## config.mk

```make
export PLATFORM = sky130hd
export DESIGN_NAME = tail_cancellation_iir_filter_flat
export DESIGN_NICKNAME = d
export VERILOG_FILES = /design/src/rtl/tci_pkg.sv /design/src/rtl/tci_in_if.sv /design/src/rtl/tci_out_if.sv /design/src/rtl/tci_cfg_if.sv /design/src/rtl/tail_cancellation_iir_filter.sv /design/src/flat_wrapper.sv
export SDC_FILE = /design/constraint.sdc
export NUM_CORES = 2
export LEC_CHECK = 0
export BUFFER_PORTS_ARGS = -buffer_cell sky130_fd_sc_hd__buf_2
export CORE_MARGIN = 3
export CORE_UTILIZATION = 55
export CTS_CLUSTER_DIAMETER = 120
export DETAILED_ROUTE_END_ITERATION = 8
export HOLD_SLACK_MARGIN = 0.1
export PLACE_DENSITY = 0.78
export SLEW_MARGIN = 20
export SYNTH_ARGS = -nofsm -noshare
export SYNTH_HDL_FRONTEND = slang
export SYNTH_SLANG_ARGS = --single-unit
```

## constraint.sdc

```tcl
create_clock -name clk -period 15.9 [get_ports clk]
set_clock_uncertainty 0.05 [all_clocks]
set_input_delay 4.77 -clock clk [delete_from_list [all_inputs] [get_ports clk]]
set_output_delay 4.77 -clock clk [all_outputs]
set_load 0.05 [all_outputs]
```

## src/rtl/tci_pkg.sv

```systemverilog
`timescale 1ns / 1ps

package tci_pkg;

  localparam int StateW     = 18;
  localparam int CoefW      = 16;
  localparam int SampleW    = 16;
  localparam int OutW       = 11;
  localparam int NumStages  = 3;
  localparam int CfgIndexW  = 3;
  localparam int ProdW      = StateW + CoefW + 1;
  localparam int ProdShift  = 16;

  // Register indexes on the configuration channel
  localparam logic [CfgIndexW-1:0] RegPoleOne  = 3'd0;
  localparam logic [CfgIndexW-1:0] RegPoleTwo  = 3'd1;
  localparam logic [CfgIndexW-1:0] RegPoleThr  = 3'd2;
  localparam logic [CfgIndexW-1:0] RegZeroOne  = 3'd3;
  localparam logic [CfgIndexW-1:0] RegZeroTwo  = 3'd4;
  localparam logic [CfgIndexW-1:0] RegZeroThr  = 3'd5;

  typedef logic [StateW-1:0]         state_t;
  typedef logic [CoefW-1:0]          coef_t;
  typedef logic signed [SampleW-1:0] sample_t;
  typedef logic signed [OutW-1:0]    out_sample_t;
  typedef logic [CfgIndexW-1:0]      cfg_index_t;

  // Signed state times unsigned fraction, keep bits 33..16 (sign lands in bit 17)
  function automatic state_t coef_mul(input coef_t k, input state_t s);
    logic signed [ProdW-1:0] p;
    p = $signed(s) * $signed({1'b0, k});
    return p[ProdShift+StateW-1:ProdShift];
  endfunction

  // Drop three bits, fold bits 2 and 1 into bit 0, two's complement to 11 bits (sign from bit 17)
  function automatic out_sample_t narrow_out(input state_t d);
    logic [9:0] m;
    m = {d[11:3], d[2] | d[1]};
    if (!d[StateW-1]) begin
      return {1'b0, m};
    end else if (m == 10'd0) begin
      return '0;
    end else begin
      return {1'b1, m};
    end
  endfunction

endpackage

```

## src/rtl/tci_in_if.sv

```systemverilog
`timescale 1ns / 1ps

interface tci_in_if;
  logic             valid;
  logic             ready;
  tci_pkg::sample_t sample_in;
  logic             first_of_channel;

  modport source(output valid, output sample_in, output first_of_channel, input ready);
  modport sink(input valid, input sample_in, input first_of_channel, output ready);
endinterface

```

## src/rtl/tci_out_if.sv

```systemverilog
`timescale 1ns / 1ps

interface tci_out_if;
  logic                 valid;
  logic                 ready;
  tci_pkg::out_sample_t sample_out;

  modport source(output valid, output sample_out, input ready);
  modport sink(input valid, input sample_out, output ready);
endinterface

```

## src/rtl/tci_cfg_if.sv

```systemverilog
`timescale 1ns / 1ps

interface tci_cfg_if;
  logic                valid;
  logic                ready;
  tci_pkg::cfg_index_t index;
  tci_pkg::coef_t      data;

  modport source(output valid, output index, output data, input ready);
  modport sink(input valid, input index, input data, output ready);
endinterface

```

## src/rtl/tail_cancellation_iir_filter.sv

```systemverilog
`timescale 1ns / 1ps

// Three cascaded pole-zero stages that cancel the slow tail of a pulse.
//
// in_if  : one request per sample (sample_in, first_of_channel). A request
//          with first_of_channel set clears all three stage states first.
// out_if : one request per input, sample_out as signed 11-bit value.
// cfg_if : register writes (index 0..5: pole one..three, zero one..three);
//          always ready, indexes above 5 are dropped. Write only when idle.
//
// An accepted input is held in the input register, then passes through the
// stage arithmetic into the output register. Throughput is one sample per
// clock while the receiver takes every output; the loop that sets it is
// the state feedback of each stage (one 18x17 multiply and the add chain).
// A stalled receiver holds the output register; the input register still
// takes one more request, then in_if.ready drops until the output drains.
// Reset (rst_n low, synchronous) empties both registers, zeroes the stage
// states and all six coefficients.
module tail_cancellation_iir_filter (
  input logic       clk,
  input logic       rst_n,
  tci_in_if.sink    in_if,
  tci_out_if.source out_if,
  tci_cfg_if.sink   cfg_if
);

  // Coefficients
  tci_pkg::coef_t pole_r [tci_pkg::NumStages];
  tci_pkg::coef_t zero_r [tci_pkg::NumStages];

  // Input register
  logic             in_valid_r;
  tci_pkg::sample_t sample_r;
  logic             first_r;

  // Stage states
  tci_pkg::state_t st_r   [tci_pkg::NumStages];
  tci_pkg::state_t st_nxt [tci_pkg::NumStages];

  // Output register
  logic                 out_valid_r;
  tci_pkg::out_sample_t out_sample_r;
  tci_pkg::out_sample_t out_sample_nxt;

  logic advance;
  logic fire;

  tci_pkg::state_t old_s   [tci_pkg::NumStages];
  tci_pkg::state_t stage_x [tci_pkg::NumStages+1];

  // Output register free, or being emptied this cycle
  assign advance = !out_valid_r || out_if.ready;
  assign fire    = in_valid_r && advance;

  assign in_if.ready       = !in_valid_r || advance;
  assign out_if.valid      = out_valid_r;
  assign out_if.sample_out = out_sample_r;
  assign cfg_if.ready      = 1'b1;

  // Stage arithmetic: products only on the old states, sums chain through
  always_comb begin
    stage_x[0] = {sample_r[tci_pkg::SampleW-1:0], 2'b00};
    for (int i = 0; i < tci_pkg::NumStages; i++) begin
      old_s[i]     = first_r ? '0 : st_r[i];
      st_nxt[i]    = stage_x[i] + tci_pkg::coef_mul(pole_r[i], old_s[i]);
      stage_x[i+1] = st_nxt[i] - tci_pkg::coef_mul(zero_r[i], old_s[i]);
    end
    out_sample_nxt = tci_pkg::narrow_out(stage_x[tci_pkg::NumStages]);
  end

  // Configuration writes
  always_ff @(posedge clk) begin
    if (!rst_n) begin
      for (int i = 0; i < tci_pkg::NumStages; i++) begin
        pole_r[i] <= '0;
        zero_r[i] <= '0;
      end
    end else if (cfg_if.valid) begin
      unique case (cfg_if.index)
        tci_pkg::RegPoleOne: pole_r[0] <= cfg_if.data;
        tci_pkg::RegPoleTwo: pole_r[1] <= cfg_if.data;
        tci_pkg::RegPoleThr: pole_r[2] <= cfg_if.data;
        tci_pkg::RegZeroOne: zero_r[0] <= cfg_if.data;
        tci_pkg::RegZeroTwo: zero_r[1] <= cfg_if.data;
        tci_pkg::RegZeroThr: zero_r[2] <= cfg_if.data;
        default: ;
      endcase
    end
  end

  // Input register: take a request whenever the slot frees up
  always_ff @(posedge clk) begin
    if (!rst_n) begin
      in_valid_r <= 1'b0;
    end else if (in_if.ready) begin
      in_valid_r <= in_if.valid;
    end
  end

  always_ff @(posedge clk) begin
    if (in_if.valid && in_if.ready) begin
      sample_r <= in_if.sample_in;
      first_r  <= in_if.first_of_channel;
    end
  end

  // Stage states: advance only when a sample moves into the output register
  always_ff @(posedge clk) begin
    if (!rst_n) begin
      for (int i = 0; i < tci_pkg::NumStages; i++) begin
        st_r[i] <= '0;
      end
    end else if (fire) begin
      for (int i = 0; i < tci_pkg::NumStages; i++) begin
        st_r[i] <= st_nxt[i];
      end
    end
  end

  // Output register
  always_ff @(posedge clk) begin
    if (!rst_n) begin
      out_valid_r <= 1'b0;
    end else if (advance) begin
      out_valid_r <= in_valid_r;
    end
  end

  always_ff @(posedge clk) begin
    if (fire) begin
      out_sample_r <= out_sample_nxt;
    end
  end

  // An input taken into an empty block passes the input register, then the output register
  a_latency: assert property (@(posedge clk) disable iff (!rst_n)
    (in_if.valid && in_if.ready && !in_valid_r && !out_valid_r)
      |=> in_valid_r ##1 out_valid_r)
    else $error("accepted sample did not reach the output register in two cycles");

  // States hold unless a sample moves on
  a_state_hold: assert property (@(posedge clk) disable iff (!rst_n)
    !fire |=> ($stable(st_r[0]) && $stable(st_r[1]) && $stable(st_r[2])))
    else $error("stage state changed without a sample advancing");

  // A write to pole one lands in its register
  a_cfg_write: assert property (@(posedge clk) disable iff (!rst_n)
    (cfg_if.valid && cfg_if.index == tci_pkg::RegPoleOne)
      |=> pole_r[0] == $past(cfg_if.data))
    else $error("pole one coefficient not written");

  // A full pipeline with a stalled receiver holds its output sample
  a_backpressure: assert property (@(posedge clk) disable iff (!rst_n)
    (in_valid_r && out_valid_r && !out_if.ready) |=> $stable(out_sample_r))
    else $error("output sample changed while stalled");

endmodule

```

## src/flat_wrapper.sv

```systemverilog
// flat-port wrapper written by rule: the top's interface ports become plain ports
module tail_cancellation_iir_filter_flat 
  (clk, rst_n, in_if_valid, in_if_sample_in, in_if_first_of_channel, in_if_ready, out_if_valid, out_if_sample_out, out_if_ready, cfg_if_valid, cfg_if_index, cfg_if_data, cfg_if_ready);
  tci_in_if in_if_i ();
  tci_out_if out_if_i ();
  tci_cfg_if cfg_if_i ();
  input logic clk;
  input logic rst_n;
  input wire logic [$bits(in_if_i.valid)-1:0] in_if_valid;
  input wire logic [$bits(in_if_i.sample_in)-1:0] in_if_sample_in;
  input wire logic [$bits(in_if_i.first_of_channel)-1:0] in_if_first_of_channel;
  output wire logic [$bits(in_if_i.ready)-1:0] in_if_ready;
  output wire logic [$bits(out_if_i.valid)-1:0] out_if_valid;
  output wire logic [$bits(out_if_i.sample_out)-1:0] out_if_sample_out;
  input wire logic [$bits(out_if_i.ready)-1:0] out_if_ready;
  input wire logic [$bits(cfg_if_i.valid)-1:0] cfg_if_valid;
  input wire logic [$bits(cfg_if_i.index)-1:0] cfg_if_index;
  input wire logic [$bits(cfg_if_i.data)-1:0] cfg_if_data;
  output wire logic [$bits(cfg_if_i.ready)-1:0] cfg_if_ready;
  assign in_if_i.valid = in_if_valid;
  assign in_if_i.sample_in = in_if_sample_in;
  assign in_if_i.first_of_channel = in_if_first_of_channel;
  assign in_if_ready = in_if_i.ready;
  assign out_if_valid = out_if_i.valid;
  assign out_if_sample_out = out_if_i.sample_out;
  assign out_if_i.ready = out_if_ready;
  assign cfg_if_i.valid = cfg_if_valid;
  assign cfg_if_i.index = cfg_if_index;
  assign cfg_if_i.data = cfg_if_data;
  assign cfg_if_ready = cfg_if_i.ready;
  tail_cancellation_iir_filter u_core (.clk(clk), .rst_n(rst_n), .in_if(in_if_i), .out_if(out_if_i), .cfg_if(cfg_if_i));
endmodule
```

==> results by group <==
Critical path
  • Critical Path Source Type: flop
  • Reg2reg start: u_core.first_r$_DFFE_PP_
  • R2R setup slack: between 1000 and 1500 ps
  • Cells on worst reg2reg path: 57
  • WP buf/inv: 7
  • Arrival time worst endpoint: 14610 ps
  • CP Class: flop to flop
  • Cell repeated most along the worst path: fa_1
  • Critical Path Sink Type: flop
  • Crit-path max cell delay: ~680 ps
  • Worst-path cell with the longest stage delay: nor2b_2
  • CP required: 16070 ps
  • Family with the most delay on the worst path: adder cells
  • CP max FO: 17
  • Worst path depth: 57
  • Reg2reg end: u_core.out_if.sample_out[10]$_SDFFCE_PN0P_

Clocking
  • Clock slew at reported path FFs: 70 ps
  • TritonCTS Buffers: 17
  • Root buf cell: clkbuf_16
  • CTS Sinks: 180
  • Clk buf depth: 2
  • Post-CTS Setup Repair Bufs: 0
  • Hold buffer count at CTS: 0
  • CTS tree: yes
  • Clock latency at the later pin of the worst-skew pair: 480 ps
  • CTS resizes: 0
  • Number of H-tree levels: 4

Routing
  • Via/cell ratio: approximately 5.5
  • Vias after detailed routing: 49768
  • ANT nets after route: 0
  • DR iter-0 viols: 3561
  • # DRC: 0
  • Avg WL per Cell: 19.7 µm
  • Drt first pass iters: 6
  • Post-Route WL: 180000 µm

Timing
  • Final setup vio count: 0
  • Slew Viols, Final: 0
  • Setup TNS: 0 ps
  • Achievable frequency: 69.2 MHz
  • RSZ-0062 raised after global routing: no
  • Fin crit period: 14440 ps
  • Slew @ Worst Pin: 1140 ps
  • Final Hold Fails: 0
  • Final hold slack: 483 ps
  • Post-route clock period utilization: 90.8%
  • Slew margin rel.: 23.6%

Layout
  • Layout cells sized above 1: approximately 3.4%
  • Fin nets: 9736
  • Final instance area: 73800 µm²
  • Area delta synth->final: 3.54%

Die
  • Die Height: 366 µm
  • Die W: approximately 370 µm
  • Initial Util: 55.6%
  • Row count: 131
  • CORE AREA: 128000 µm²
  • Die area: between 100000 and 150000 µm²
  • Top Ports: 55

Worst hold path
  • Min-Delay Path Depth: 1
  • Hold_sp: u_core.in_valid_r$_SDFFE_PN0N_
  • Worst min-delay path class: flop to flop
  • Hold worst-path end: u_core.out_if.valid$_SDFFE_PN0P_

Synthesis
  • Syn avg cell area: 9.45 µm²
  • Mapped Nets: 9909
  • Number of synthesized flops with an enable pin: roughly 180
  • Flip-flop and latch count after synthesis: 180
  • Ys flop type: edfxtp_1
  • Count of cell types in the netlist: 83
  • Post-synth ARST share: 0%
  • Cells after Synth: 7544
  • Warning count from the yosys run: 0
  • Synthesized area: 71300 µm²
  • Register area share after synthesis: about 7.6%

Global route
  • Total Routing Usage GR: 27.9%
  • GRT overflow: 0
  • Largest net degree at the start of global routing: 37
  • Initial antenna violation count: 9
  • First-pass GRT wire length: 294000 µm
  • Vias in the first global route: 55969

Run
  • Max_cap viols: 0

Placement
  • Post-placement cell area: between 70000 and 80000 µm²
  • HPWL after DPL: 144000 µm
  • I/O Buffers: 53
  • Gpl congestion: 0.933

Outcome
  • Status: complete, no violations
==> synth_stat cells (8+ instances only) <==
library cell | instances | area share [%]
inv_1 | 1999 | 11
fa_1 | 1752 | 49
nand2_1 | 1011 | 5.3
and2_1 | 823 | 7.2
ha_1 | 572 | 10
clkbuf_1 | 281 | 1.5
edfxtp_1 | 178 | 7.5
xnor2_1 | 147 | 1.8
nor2_1 | 111 | 0.58
a21oi_1 | 91 | 0.64
nor2b_1 | 80 | 0.70
xor2_1 | 54 | 0.66
a21o_1 | 52 | 0.55
o21ai_0 | 45 | 0.32
o21a_1 | 37 | 0.39
buf_1 | 35 | 0.18
nor3_1 | 30 | 0.21
and3_1 | 27 | 0.24
nand2b_1 | 21 | 0.18
nand3_1 | 20 | 0.14
o21ai_1 | 14 | 0.098
a211oi_1 | 13 | 0.14
o21bai_1 | 10 | 0.11
nand4_1 | 9 | 0.079
or2_2 | 8 | 0.070
or3_1 | 8 | 0.070
==> sequential cells by signal, summed over array words and instances, names as in the netlist <==
register,count
u_core.first_r,1
u_core.in_valid_r,1
u_core.out_if.sample_out,11
u_core.out_if.valid,1
u_core.pole_r,48
u_core.sample_r,16
u_core.st_r,54
u_core.zero_r,48
==> cell type report <==
cell class | count | area [µm²]
well taps | 1729 | 2160
inverters | 1999 | 7500
clock inverters | 14 | 123
multi-input cells | 5045 | 57300
clock buffers | 18 | 429
repair buffers | 128 | 828
flip-flops and latches | 180 | 5390
fillers | 10811 | 54400
diodes | 7 | 17.5
==> how the worst max path moves through the flow <==
stage / end / from
5_1_grt: u_core.out_if.sample_out[10]$_SDFFCE_PN0P_ / u_core.first_r$_DFFE_PP_
4_1_cts: u_core.out_if.sample_out[10]$_SDFFCE_PN0P_ / u_core.first_r$_DFFE_PP_
6_report: u_core.out_if.sample_out[10]$_SDFFCE_PN0P_ / u_core.first_r$_DFFE_PP_
2_1_floorplan: u_core.out_if.sample_out[10]$_SDFFCE_PN0P_ / u_core.first_r$_DFFE_PP_
3_5_place_dp: u_core.out_if.sample_out[10]$_SDFFCE_PN0P_ / u_core.first_r$_DFFE_PP_
3_3_place_gp: u_core.out_if.sample_out[10]$_SDFFCE_PN0P_ / u_core.first_r$_DFFE_PP_
==> logic make-up (layout without fill, tap and decap cells) <==
logic type               Yosys count  in the layout  share of synthesized area, %
buffers and inverters           2319           2159                          12.2
multiplexers                       1              1                        0.0140
AO/OA/AOI/OAI                    328            328                          3.10
XOR/XNOR                         204            204                          2.56
flip-flops                       180            180                          7.56
AND/OR/NAND/NOR                 2187           2187                          15.3
other                              1              8                       0.00526
adder cells (fa/ha/maj)         2324           2324                          59.3
==> through the flow <==
| stage | setup WS (ps) | std cells | utilization [%] |
|---|---|---|---|
| 2_1_floorplan | 3330 | 7544 | - |
| 3_3_place_gp | 1820 | 9081 | 57.1 |
| 3_5_place_dp | 1650 | 9081 | 57.1 |
| 4_1_cts | 1580 | 9113 | 57.6 |
| 5_1_grt | 830 | 9115 | 57.6 |
| 6_report | 1460 | 9120 | 57.6 |
==> placed cells by master, fill, tap and decap left out, drive strengths merged, types with 8 or more instances in the layout <==
| cell type | count |
|---|---|
| a21oi | 94 |
| o21a | 37 |
| o21ai | 60 |
| nand3 | 21 |
| inv | 2005 |
| nor2 | 111 |
| and2 | 824 |
| ha | 572 |
| clkbuf | 18 |
| or3 | 8 |
| xor2 | 54 |
| and4 | 8 |
| and3 | 27 |
| a21o | 52 |
| fa | 1752 |
| nor2b | 80 |
| nor3 | 30 |
| buf | 128 |
| nand4 | 9 |
| xnor2 | 148 |
| nand2b | 21 |
| nand2 | 1012 |
| edfxtp | 178 |
| or2 | 12 |
| a211oi | 14 |
| o21bai | 10 |
==> layer usage <==
layer	part of all wire [%]	wire [µm]	track usage (%)	vias up
met5	0	0	0	-
met4	5.8	10500	13.6	0
met3	9.1	16400	5.69	565
met2	48	87000	46.7	2275
met1	37	65800	34.7	25522
li1	-	-	-	21406
Power is not shown: default switching activity piles up to over one toggle a cycle in this logic, so the estimate is an artifact.
